--- src/rps_pkg.sv ---
// ----------------------------------------------------------------------------
// rps_pkg: shared types and constants for the RTC prescaler search
// Register codes, field widths, select codes and the divider control structs.
// ----------------------------------------------------------------------------
package rps_pkg;

  localparam int FREQ_W       = 32;
  localparam int RATE_W       = 32;
  localparam int SRC_W        = 2;
  localparam int SEL_W        = 5;
  localparam int RELOAD_FW    = 20;
  localparam int CFG_IDX_W    = 2;
  localparam int NUM_SRC      = 4;

  localparam int DEF_RELOAD_WIDTH = 20;
  localparam int DEF_MAX_SELECT   = 15;

  localparam logic [SEL_W-1:0] SEL_BASE      = 5'd7;
  localparam logic [SEL_W-1:0] SEL_EXHAUSTED = 5'd16;

  // Configuration register indexes, which double as clock source codes.
  localparam logic [CFG_IDX_W-1:0] REG_FREQ_LOW_INT  = 2'd0;
  localparam logic [CFG_IDX_W-1:0] REG_FREQ_LOW_EXT  = 2'd1;
  localparam logic [CFG_IDX_W-1:0] REG_FREQ_HIGH_INT = 2'd2;
  localparam logic [CFG_IDX_W-1:0] REG_FREQ_HIGH_EXT = 2'd3;

  localparam logic [FREQ_W-1:0] RST_FREQ_LOW_INT  = 32'd40000;
  localparam logic [FREQ_W-1:0] RST_FREQ_LOW_EXT  = 32'd32768;
  localparam logic [FREQ_W-1:0] RST_FREQ_HIGH_INT = 32'd8000000;
  localparam logic [FREQ_W-1:0] RST_FREQ_HIGH_EXT = 32'd8000000;

  typedef logic [NUM_SRC-1:0][FREQ_W-1:0] freq_arr_t;

  typedef struct packed {
    logic              start;
    logic [FREQ_W-1:0] dividend;
    logic [RATE_W-1:0] divisor;
  } div_req_t;

  typedef struct packed {
    logic              busy;
    logic              done;
    logic [FREQ_W-1:0] quotient;
  } div_rsp_t;

endpackage

--- src/rps_if.sv ---
// ----------------------------------------------------------------------------
// rps_if: request and response channels of the RTC prescaler search
// Valid/ready channels; a transaction completes when valid and ready are high.
// ----------------------------------------------------------------------------
interface rps_req_if
  import rps_pkg::*;
();
  logic              valid;
  logic              ready;
  logic [RATE_W-1:0] wanted_rate;
  logic [SRC_W-1:0]  clock_source;

  modport source (output valid, output wanted_rate, output clock_source, input ready);
  modport sink   (input valid, input wanted_rate, input clock_source, output ready);
endinterface

interface rps_rsp_if
  import rps_pkg::*;
();
  logic                 valid;
  logic                 ready;
  logic                 status_ok;
  logic [SEL_W-1:0]     divider_select;
  logic [RELOAD_FW-1:0] reload_value;

  modport source (output valid, output status_ok, output divider_select,
                  output reload_value, input ready);
  modport sink   (input valid, input status_ok, input divider_select,
                  input reload_value, output ready);
endinterface

--- src/rps_cfg_regs.sv ---
// ----------------------------------------------------------------------------
// rps_cfg_regs: clock source frequency registers
// Four 32-bit frequency registers written through a plain write port.
// ----------------------------------------------------------------------------
module rps_cfg_regs
  import rps_pkg::*;
(
  input  logic                 clk,
  input  logic                 rst_n,
  input  logic                 cfg_we,
  input  logic [CFG_IDX_W-1:0] cfg_index,
  input  logic [FREQ_W-1:0]    cfg_wdata,
  output freq_arr_t            freq
);

  freq_arr_t freq_r;

  always_ff @(posedge clk) begin
    if (!rst_n) begin
      freq_r[REG_FREQ_LOW_INT]  <= RST_FREQ_LOW_INT;
      freq_r[REG_FREQ_LOW_EXT]  <= RST_FREQ_LOW_EXT;
      freq_r[REG_FREQ_HIGH_INT] <= RST_FREQ_HIGH_INT;
      freq_r[REG_FREQ_HIGH_EXT] <= RST_FREQ_HIGH_EXT;
    end else if (cfg_we) begin
      unique case (cfg_index)
        REG_FREQ_LOW_INT:  freq_r[REG_FREQ_LOW_INT]  <= cfg_wdata;
        REG_FREQ_LOW_EXT:  freq_r[REG_FREQ_LOW_EXT]  <= cfg_wdata;
        REG_FREQ_HIGH_INT: freq_r[REG_FREQ_HIGH_INT] <= cfg_wdata;
        REG_FREQ_HIGH_EXT: freq_r[REG_FREQ_HIGH_EXT] <= cfg_wdata;
        default: ;
      endcase
    end
  end

  assign freq = freq_r;

endmodule

--- src/rps_divider.sv ---
// ----------------------------------------------------------------------------
// rps_divider: radix-2 restoring divider
// One quotient bit per cycle; done pulses after the last quotient bit.
// ----------------------------------------------------------------------------
module rps_divider
  import rps_pkg::*;
(
  input  logic     clk,
  input  logic     rst_n,
  input  div_req_t req,
  output div_rsp_t rsp
);

  localparam int DIV_STEPS = FREQ_W;
  localparam int CNT_W     = $clog2(DIV_STEPS + 1);

  logic [FREQ_W-1:0] rem_r, rem_nxt;
  logic [FREQ_W-1:0] quo_r, quo_nxt;
  logic [RATE_W-1:0] dvs_r;
  logic [CNT_W-1:0]  cnt_r;
  logic              busy_r, done_r;

  logic [FREQ_W:0]   trial;
  logic [FREQ_W:0]   diff;
  logic              fits;

  // Shift in the next dividend bit and try to subtract the divisor.
  always_comb begin
    trial   = {rem_r, quo_r[FREQ_W-1]};
    diff    = trial - {1'b0, dvs_r};
    fits    = (trial >= {1'b0, dvs_r});
    rem_nxt = fits ? diff[FREQ_W-1:0] : trial[FREQ_W-1:0];
    quo_nxt = {quo_r[FREQ_W-2:0], fits};
  end

  always_ff @(posedge clk) begin
    if (!rst_n) begin
      busy_r <= 1'b0;
      done_r <= 1'b0;
      cnt_r  <= '0;
    end else begin
      done_r <= 1'b0;
      if (req.start && !busy_r) begin
        busy_r <= 1'b1;
        cnt_r  <= CNT_W'(DIV_STEPS);
        rem_r  <= '0;
        quo_r  <= req.dividend;
        dvs_r  <= req.divisor;
      end else if (busy_r) begin
        rem_r <= rem_nxt;
        quo_r <= quo_nxt;
        cnt_r <= cnt_r - CNT_W'(1);
        if (cnt_r == CNT_W'(1)) begin
          busy_r <= 1'b0;
          done_r <= 1'b1;
        end
      end
    end
  end

  assign rsp.busy     = busy_r;
  assign rsp.done     = done_r;
  assign rsp.quotient = quo_r;

endmodule

--- src/rtc_prescaler_search_top.sv ---
// ----------------------------------------------------------------------------
// rtc_prescaler_search_top: prescaler select and reload search for an RTC tick
// Divides the source frequency by the wanted rate, then walks the selects.
// ----------------------------------------------------------------------------
// Usage:
// A request transaction on in_req carries the wanted tick rate and a clock
// source code. The source frequency comes from the four registers written on
// the cfg_ port. One response transaction on out_rsp follows each request and
// carries the ok flag, the pre-divider select and the saturated reload value.
// The block handles one request at a time and in_req.ready is low while it
// works. A nonzero rate passes the accepting cycle, the shared restoring
// divider, the capture of the quotient, the select search (one shift and
// range compare per cycle, on the same quotient register) and the load of the
// output register. The next request can be accepted once the output register
// is loaded. A zero rate skips the divider and the search and goes straight
// to the output register.
// The search relies on floor(clk / (rate << k)) being equal to
// floor(clk / rate) >> k, so only one division is done per request.
// A synchronous low rst_n returns the registers to their default
// frequencies and empties the pipeline. If the receiver stalls, the result
// waits in the output register; the next request may already be accepted and
// worked on, and it waits in turn until the output register is free.
// ----------------------------------------------------------------------------
module rtc_prescaler_search_top
  import rps_pkg::*;
#(
  parameter int RELOAD_WIDTH = DEF_RELOAD_WIDTH,
  parameter int MAX_SELECT   = DEF_MAX_SELECT
)
(
  input  logic                 clk,
  input  logic                 rst_n,
  rps_req_if.sink              in_req,
  rps_rsp_if.source            out_rsp,
  input  logic                 cfg_we,
  input  logic [CFG_IDX_W-1:0] cfg_index,
  input  logic [FREQ_W-1:0]    cfg_wdata
);

  // Largest reload value that the prescaler counter can hold.
  localparam logic [FREQ_W:0] RELOAD_MAX = (33'd1 << RELOAD_WIDTH) - 33'd1;

  typedef enum logic [1:0] {
    S_IDLE,
    S_DIVIDE,
    S_SEARCH,
    S_EMIT
  } state_t;

  state_t               state_r;
  logic                 fast_r;
  logic [FREQ_W-1:0]    q_r;
  logic [SEL_W-1:0]     sel_r;
  logic                 ok_r;

  logic                 out_valid_r;
  logic                 out_ok_r;
  logic [SEL_W-1:0]     out_sel_r;
  logic [RELOAD_FW-1:0] out_reload_r;

  freq_arr_t            freq;
  div_req_t             div_req;
  div_rsp_t             div_rsp;

  logic                 in_fire;
  logic                 out_fire;
  logic                 emit_load;
  logic                 q_in_range;
  logic [FREQ_W-1:0]    q_sat;

  rps_cfg_regs u_cfg (
    .clk       (clk),
    .rst_n     (rst_n),
    .cfg_we    (cfg_we),
    .cfg_index (cfg_index),
    .cfg_wdata (cfg_wdata),
    .freq      (freq)
  );

  rps_divider u_div (
    .clk   (clk),
    .rst_n (rst_n),
    .req   (div_req),
    .rsp   (div_rsp)
  );

  assign in_req.ready = (state_r == S_IDLE);
  assign in_fire      = in_req.valid && in_req.ready;
  assign out_fire     = out_valid_r && out_rsp.ready;

  // The output register takes a new result when it is empty or being drained.
  assign emit_load    = (state_r == S_EMIT) && (!out_valid_r || out_rsp.ready);

  // The division starts in the same cycle the request is accepted.
  assign div_req.start    = in_fire && (in_req.wanted_rate != '0);
  assign div_req.dividend = freq[in_req.clock_source];
  assign div_req.divisor  = in_req.wanted_rate;

  // Shared range check and saturation on the quotient register.
  assign q_in_range = (q_r != '0) && ({1'b0, q_r} <= RELOAD_MAX);
  assign q_sat      = ({1'b0, q_r} > RELOAD_MAX) ? RELOAD_MAX[FREQ_W-1:0] : q_r;

  always_ff @(posedge clk) begin
    if (!rst_n) begin
      state_r     <= S_IDLE;
      out_valid_r <= 1'b0;
    end else begin
      if (emit_load) begin
        out_valid_r <= 1'b1;
      end else if (out_fire) begin
        out_valid_r <= 1'b0;
      end
      unique case (state_r)
        S_IDLE: begin
          if (in_fire) begin
            fast_r <= in_req.clock_source[SRC_W-1];
            sel_r  <= SEL_BASE;
            if (in_req.wanted_rate == '0) begin
              // Zero rate fails at once with select 7 and no reload.
              q_r     <= '0;
              ok_r    <= 1'b0;
              state_r <= S_EMIT;
            end else begin
              state_r <= S_DIVIDE;
            end
          end
        end
        S_DIVIDE: begin
          if (div_rsp.done) begin
            q_r     <= div_rsp.quotient;
            state_r <= S_SEARCH;
          end
        end
        S_SEARCH: begin
          if (q_in_range) begin
            ok_r    <= 1'b1;
            state_r <= S_EMIT;
          end else if (!fast_r) begin
            // Slow sources have only select 7 to offer.
            ok_r    <= 1'b0;
            state_r <= S_EMIT;
          end else if (sel_r == SEL_W'(MAX_SELECT)) begin
            // Out of selects; the reload of the last select is reported.
            ok_r    <= 1'b0;
            sel_r   <= SEL_EXHAUSTED;
            state_r <= S_EMIT;
          end else begin
            q_r   <= q_r >> 1;
            sel_r <= sel_r + SEL_W'(1);
          end
        end
        S_EMIT: begin
          if (emit_load) begin
            out_ok_r     <= ok_r;
            out_sel_r    <= sel_r;
            out_reload_r <= q_sat[RELOAD_FW-1:0];
            state_r      <= S_IDLE;
          end
        end
        default: state_r <= S_IDLE;
      endcase
    end
  end

  assign out_rsp.valid          = out_valid_r;
  assign out_rsp.status_ok      = out_ok_r;
  assign out_rsp.divider_select = out_sel_r;
  assign out_rsp.reload_value   = out_reload_r;

`ifndef SYNTHESIS
  // A zero-rate request goes straight to the output stage.
  a_zero_rate_emit: assert property (@(posedge clk) disable iff (!rst_n)
    in_fire && (in_req.wanted_rate == '0) |=> (state_r == S_EMIT))
    else $error("zero-rate request did not go straight to the output stage");

  // The divider is only started from idle and never while it is busy.
  a_div_start_idle: assert property (@(posedge clk) disable iff (!rst_n)
    div_req.start |-> (state_r == S_IDLE) && !div_rsp.busy)
    else $error("divider started outside of idle");

  // A successful result carries a select inside the searched range.
  a_ok_select_range: assert property (@(posedge clk) disable iff (!rst_n)
    out_valid_r && out_ok_r |->
      (out_sel_r >= SEL_BASE) && (out_sel_r <= SEL_W'(MAX_SELECT)))
    else $error("successful result with a select outside the search range");

  // The divider reports done only while the sequencer waits for it.
  a_done_in_divide: assert property (@(posedge clk) disable iff (!rst_n)
    div_rsp.done |-> (state_r == S_DIVIDE))
    else $error("divider finished while the sequencer was not waiting");
`endif

endmodule
--- src/flat_wrapper.sv ---
// flat-port wrapper written by rule: the top's interface ports become plain ports
module rtc_prescaler_search_top_flat import rps_pkg::*;
#(
  parameter int RELOAD_WIDTH = DEF_RELOAD_WIDTH,
  parameter int MAX_SELECT   = DEF_MAX_SELECT
)
  (clk, rst_n, cfg_we, cfg_index, cfg_wdata, in_req_valid, in_req_wanted_rate, in_req_clock_source, in_req_ready, out_rsp_valid, out_rsp_status_ok, out_rsp_divider_select, out_rsp_reload_value, out_rsp_ready);
  rps_req_if in_req_i ();
  rps_rsp_if out_rsp_i ();
  input  logic clk;
  input  logic rst_n;
  input  logic cfg_we;
  input  logic [CFG_IDX_W-1:0] cfg_index;
  input  logic [FREQ_W-1:0] cfg_wdata;
  input wire logic [$bits(in_req_i.valid)-1:0] in_req_valid;
  input wire logic [$bits(in_req_i.wanted_rate)-1:0] in_req_wanted_rate;
  input wire logic [$bits(in_req_i.clock_source)-1:0] in_req_clock_source;
  output wire logic [$bits(in_req_i.ready)-1:0] in_req_ready;
  output wire logic [$bits(out_rsp_i.valid)-1:0] out_rsp_valid;
  output wire logic [$bits(out_rsp_i.status_ok)-1:0] out_rsp_status_ok;
  output wire logic [$bits(out_rsp_i.divider_select)-1:0] out_rsp_divider_select;
  output wire logic [$bits(out_rsp_i.reload_value)-1:0] out_rsp_reload_value;
  input wire logic [$bits(out_rsp_i.ready)-1:0] out_rsp_ready;
  assign in_req_i.valid = in_req_valid;
  assign in_req_i.wanted_rate = in_req_wanted_rate;
  assign in_req_i.clock_source = in_req_clock_source;
  assign in_req_ready = in_req_i.ready;
  assign out_rsp_valid = out_rsp_i.valid;
  assign out_rsp_status_ok = out_rsp_i.status_ok;
  assign out_rsp_divider_select = out_rsp_i.divider_select;
  assign out_rsp_reload_value = out_rsp_i.reload_value;
  assign out_rsp_i.ready = out_rsp_ready;
  rtc_prescaler_search_top #(.RELOAD_WIDTH(RELOAD_WIDTH), .MAX_SELECT(MAX_SELECT)) u_core (.clk(clk), .rst_n(rst_n), .in_req(in_req_i), .out_rsp(out_rsp_i), .cfg_we(cfg_we), .cfg_index(cfg_index), .cfg_wdata(cfg_wdata));
endmodule
--- config.mk ---
export PLATFORM = sky130hd
export DESIGN_NAME = rtc_prescaler_search_top_flat
export DESIGN_NICKNAME = d
export VERILOG_FILES = /design/src/rps_pkg.sv /design/src/rps_if.sv /design/src/rps_cfg_regs.sv /design/src/rps_divider.sv /design/src/rtc_prescaler_search_top.sv /design/src/flat_wrapper.sv
export SDC_FILE = /design/constraint.sdc
export NUM_CORES = 1
export LEC_CHECK = 0
export ABC_AREA = 1
export BUFFER_PORTS_ARGS = -buffer_cell sky130_fd_sc_hd__buf_2
export CAP_MARGIN = 20
export CORE_MARGIN = 10
export CORE_UTILIZATION = 50
export CTS_CLUSTER_SIZE = 10
export DETAILED_ROUTE_END_ITERATION = 12
export GPL_TIMING_DRIVEN = 0
export PLACE_DENSITY = 0.64
export RECOVER_POWER = 25
export SLEW_MARGIN = 20
export SYNTH_ARGS = -nofsm -noshare
export SYNTH_HDL_FRONTEND = slang
export SYNTH_SLANG_ARGS = --single-unit
--- constraint.sdc ---
create_clock -name clk -period 5 [get_ports clk]
set_input_delay 1 -clock clk [delete_from_list [all_inputs] [get_ports clk]]
set_output_delay 1 -clock clk [all_outputs]
set_load 0.05 [all_outputs]
Word level (Yosys, flattened, before mapping) --
Index checks and enable logic that the tools add are counted.
Word-level totals: register bits 300, input port bits 73, output and inout port bits 28, word-level logic and storage cells 117
Cells by class: equality and inequality tests 16, $add $sub $neg 3, bitwise operators 2, $lt $le $gt $ge 4, reduce and logical (&&, ||, !) cells 32, multiplexer cells 40
Operators with widths (number):
- two-way mux 32 bit | 11
- case mux 32 bit (3 select lines) | 1
- binary-select mux 32 bit (select 2 bit) | 1
- nonzero test 32 bit | 2
- >= comparator 33 x 32 -> 1 bit | 1
- greater-than comparator 32 x 20 -> 1 bit (second input constant) | 1
- less-or-equal comparator 32 x 20 -> 1 bit (second input constant) | 1
- zero test 32 bit | 1
- subtractor 32 bit | 1
- two-way mux 5 bit | 4
- two-way mux 2 bit | 7
- two-way mux 6 bit | 2
- AND reduction 2 bit | 6
- two-way mux 1 bit | 11
- inequality test 2 bit (second input constant) | 5
- case mux 5 bit (2 select lines) | 1
- AND reduction 5 bit | 2
- equality test 2 bit (second input constant) | 4
- case mux 2 bit (4 select lines) | 1
- AND reduction 8 bit | 1
- equality test 6 x 1 -> 1 bit (second input constant) | 1
- logical AND 1 bit | 6
- AND reduction 3 bit | 2
- nonzero test 2 bit | 3
- 16 further kinds | 21

Depth between registers and ports, before layout --
depth after elaboration 6, gate-level depth with buffers 16, mapped depth without buffers 16

Modules after synthesis --
From an unflattened synthesis, not the netlist that was laid out.
Second synthesis, totals: cell total of the unflattened synthesis 2205, area, all modules 16326.9 um^2
By module, submodules not included:
- rps_divider | cells each 917, area an instance 7138.1 um^2, sequential area each 3042.9 um^2, times used 1
- rps_cfg_regs | cells each 783, area an instance 5193.7 um^2, sequential area each 2562.5 um^2, times used 1
- rtc_prescaler_search_top | cells each 505, area an instance 3995.1 um^2, sequential area each 2011.9 um^2, times used 1

Worst setup path after synthesis --
Ideal clock, no wire load.
path kind input -> register, start point input port rst_n, end point register u_core.q_r[0], enable pin, library setup time 0.461 ns, setup slack 0.716 ns, required time 4.539 ns, path buffers 2, arrival time 3.822 ns, stages 4, path through clkbuf_1 -> clkbuf_1 -> nand4_1 -> nor3_1
Between the ends: longest elaborated chain between the ends 1
Ends and longest elaborated chain:
- from (decl) | RTL line flat_wrapper.sv:11 | input logic rst_n;
- AND reduction 8 bit (no source line)
- to (signal assigned) | RTL line rtc_prescaler_search_top.sv:130 | q_r <= div_rsp.quotient;
- to (signal assigned) | RTL line rtc_prescaler_search_top.sv:148 | q_r <= q_r >> 1;
- to (decl) | RTL line rtc_prescaler_search_top.sv:52 | logic [FREQ_W-1:0] q_r;
Every way passes these cells. A chain may end at the register's enable or synchronous reset.

Final worst setup path --
start point input port rst_n, end point register u_core.q_r[4], enable pin
Same word-level chain as after synthesis.

==> key figures <==
Status
  • Status: complete, no violations

Floorplanning
  • Ports: 101
  • Core ar.: between 0.03 and 0.04 mm2
  • Die Width: 197 um
  • Die area: approximately 0.039 mm2
  • Initial core utilization: 50.8%
  • # rows: 64
  • Die height: roughly 200 um

Setup path
  • Startpoint types: primary input
  • Crit-path max cell delay: 0.60 ns
  • CP arrival: ~3.5 ns
  • Setup CP Type: primary input to flip-flop
  • WP data required: 5.24 ns
  • Critical path cell sequence: clkbuf_1 > clkbuf_1 > nand4_1 > nor3_2 > buf_4 > buf_4 > buf_6
  • CP max FO: 10
  • Critical path capture point type: flip-flop
  • Slowest CP cell: clkbuf_1

Final layout
  • # nets final: 2,334
  • Layout cells sized above 1: 8.78%
  • Fillers: 2,950
  • Most frequent cells in the layout: 475 x nand2_1, 451 x nor2_1, 271 x inv_1, 178 x o21ai_0, 161 x edfxtp_1
  • FF/Latch Area: 0.00762 mm2
  • Final instance area: between 0.015 and 0.02 mm2
  • # diodes: 0
  • Multi-input gate area: about 0.0066 mm2
  • Layout area overhead: 14.1%
  • Commonest non-fill, non-tap cell in the layout: nand2_1

CTS
  • Hold buffer count at CTS: 0
  • CTS Buf Count: 37
  • Clock tree buffer depth: 3
  • Clock Sinks: 300
  • Clock Latency Late Sink: 0.54 ns
  • CTS resizes: 0
  • Clock-pin slew on the worst setup and hold paths: approximately 0.060 ns
  • Htree depth: 2
  • CTS tree: done
  • Root Buffer: clkbuf_16
  • Post-CTS setup buffers: 0

Routing
  • Residual DRC: 0
  • Antenna-violating nets left: 0
  • Iter 0 DRT Violations: 1,296
  • Vias per std cell: 5.21
  • WL per Instance: 16.6 um
  • Vias: 13,800
  • Pre-Repair DR Iteration Count: 6
  • Routed WL: 43.7 mm

Power
  • VDD IR max: 0.000280 V
  • P_sw: 0.00288 W
  • Sequential share of power: 38.2%
  • Pwr dens: ~460 mW/mm2
  • Internal: 0.00534 W
  • Comb pwr share: between 30 and 40%
  • Leakage: 8.06 nW
  • Sw Share: 35.0%
  • Clock group share of total power: 31.3%

Yosys
  • Mapped Avg Cell Area: between 7 and 8 um2
  • Post-synthesis cell count: 2,077
  • Warnings, synthesis: 0
  • Synth unique cells: 42
  • Syn Std Cell Area: 0.0156 mm2
  • Mapped Nets: 2,191
  • Seq/Total Area, Yosys: 48.7%
  • Seq cells post-synth: 300

Timing
  • Minimum clock period after layout: 3.26 ns
  • Fmax: 307 MHz
  • RSZ-0062 raised after global routing: false
  • Final Hold Viols: 0
  • Final Max Tran Viols: 0
  • Final setup vio count: 0
  • Worst-Margin Slew: about 0.72 ns
  • Relative slew margins: a little over half
  • Final period util: between 60% and 70%
  • Clock Skew: between 0.015 and 0.02 ns
  • Setup_tns: 0 ns

Place
  • IO buf count: just under 100
  • DP Wirelength: about 32 mm
  • Gpl congestion: 0.990
  • Area after DPL: 0.0167 mm2

Min path
  • HP Class: flip-flop to flip-flop

Global routing
  • First-pass GRT wire length: roughly 71 mm
  • Largest net degree at the start of global routing: 47
  • Vias in the first global route: 13,300
  • GRT Util Overall: 22.5%
  • Aggregate global routing overflow: 0
  • Initial antenna violation count: 0

Run
  • Max Cap Viol: 0
## cell type report
type	instances	area share, %
tap	396	2.78
multi-input combinational	1412	37.0
inverter	277	5.83
sequential	300	42.7
buffer	88	2.26
clock inverter	5	0.561
clock buffer	58	5.86
timing repair buffer	104	3.04
## cell families (layout without fill, tap and decap cells)
family	count (synthesis)	count (layout)	synth area share [%]
flops	300	300	48.7
buf+inv	365	532	9.24
xor+xnor	17	17	0.952
simple gates	1083	1083	28.2
fa+ha+maj	41	41	3.33
compound gates	271	271	9.56
## critical path, delay by kind of cell
family,cells,cell delay (ns)
AND/OR/NAND/NOR,2,0.77
buffers and inverters,5,1.70
## flip-flops by register name, indices dropped and copies added, names as in the netlist
signal	count
u_core.out_rsp.status_ok	1
u_core.fast_r	1
u_core.out_rsp.reload_value	20
u_core.u_div.dvs_r	32
u_core.u_div.quo_r	32
u_core.out_rsp.divider_select	5
u_core.u_cfg.freq	128
u_core.u_div.rem_r	32
u_core.state_r	2
u_core.u_div.cnt_r	6
u_core.out_rsp.valid	1
u_core.u_div.done_r	1
u_core.ok_r	1
u_core.sel_r	5
u_core.q_r	32
u_core.u_div.busy_r	1
## path summary, 6_finish.rpt
kind | slack (ns) | start | depth (start not counted) | to
max reg2reg | 2.15 | u_core.sel_r[0]$_SDFFCE_PN1P_ | 10 | u_core.q_r[4]$_DFFE_PP_
max | 1.74 | rst_n | 7 | u_core.q_r[4]$_DFFE_PP_
min | 0.42 | u_core.ok_r$_SDFFCE_PN0P_ | 0 | u_core.out_rsp.status_ok$_DFFE_PP_
min reg2reg | 0.42 | u_core.ok_r$_SDFFCE_PN0P_ | 0 | u_core.out_rsp.status_ok$_DFFE_PP_
## metrics by stage
| stage | instances | utilization (%) | power (W) | setup slack (ns) | hold WS (ns) |
|---|---|---|---|---|---|
| final | 2640 | 58.0 | 0.00821 | 1.74 | 0.422 |
| after global routing | 2640 | 58.0 | 0.00871 | 1.40 | 0.442 |
| after CTS | 2640 | 58.1 | 0.00822 | 1.75 | 0.423 |
| after detailed placement | 2577 | 54.4 | 0.00564 | 1.19 | 0.410 |
| after global placement | 2572 | 54.1 | 0.00560 | -0.848 | 0.407 |
| after floorplan | 2077 | - | 0.00494 | 0.716 | 0.400 |
## routing by layer
layer | wire length [um] | global-route usage [%]
met5 | 0 | 0
met4 | 725 | 5.53
met3 | 3390 | 3.29
met2 | 18000 | 32.9
met1 | 21600 | 33.9
## power groups by stage
stage,Clock (W),Combinational (W),Sequential (W)
detailed placement,0,0.00246,0.00318
floorplan,0,0.00179,0.00315
global placement,0,0.00241,0.00319
finish,0.00257,0.00251,0.00314
CTS,0.00261,0.00248,0.00314
global route,0.00271,0.00284,0.00317
## synth_stat cells, drive strengths merged
cell       n  share of area (%)
nand3b     5               0.24
xor2      16               0.90
a31oi      2              0.080
nand3     78                2.6
nand4     15               0.60
o21ai    178                5.7
nand2    492                 12
or2        3               0.12
edfxtp   161                 31
and3       1              0.040
nor4       1              0.040
inv      275                6.6
clkbuf    65                1.6
nor3       8               0.33
fa         1               0.13
o21bai     2              0.096
dfxtp    139                 18
o32ai     32                1.8
clkinv     2              0.056
nor2     475                 12
o2111ai    1              0.056
xnor2      1              0.056
ha        40                3.2
o22ai      2              0.080
buf       23                1.0
and2       5               0.21
a21oi     54                1.8
No activity file was read; power rests on OpenSTA's default activity.
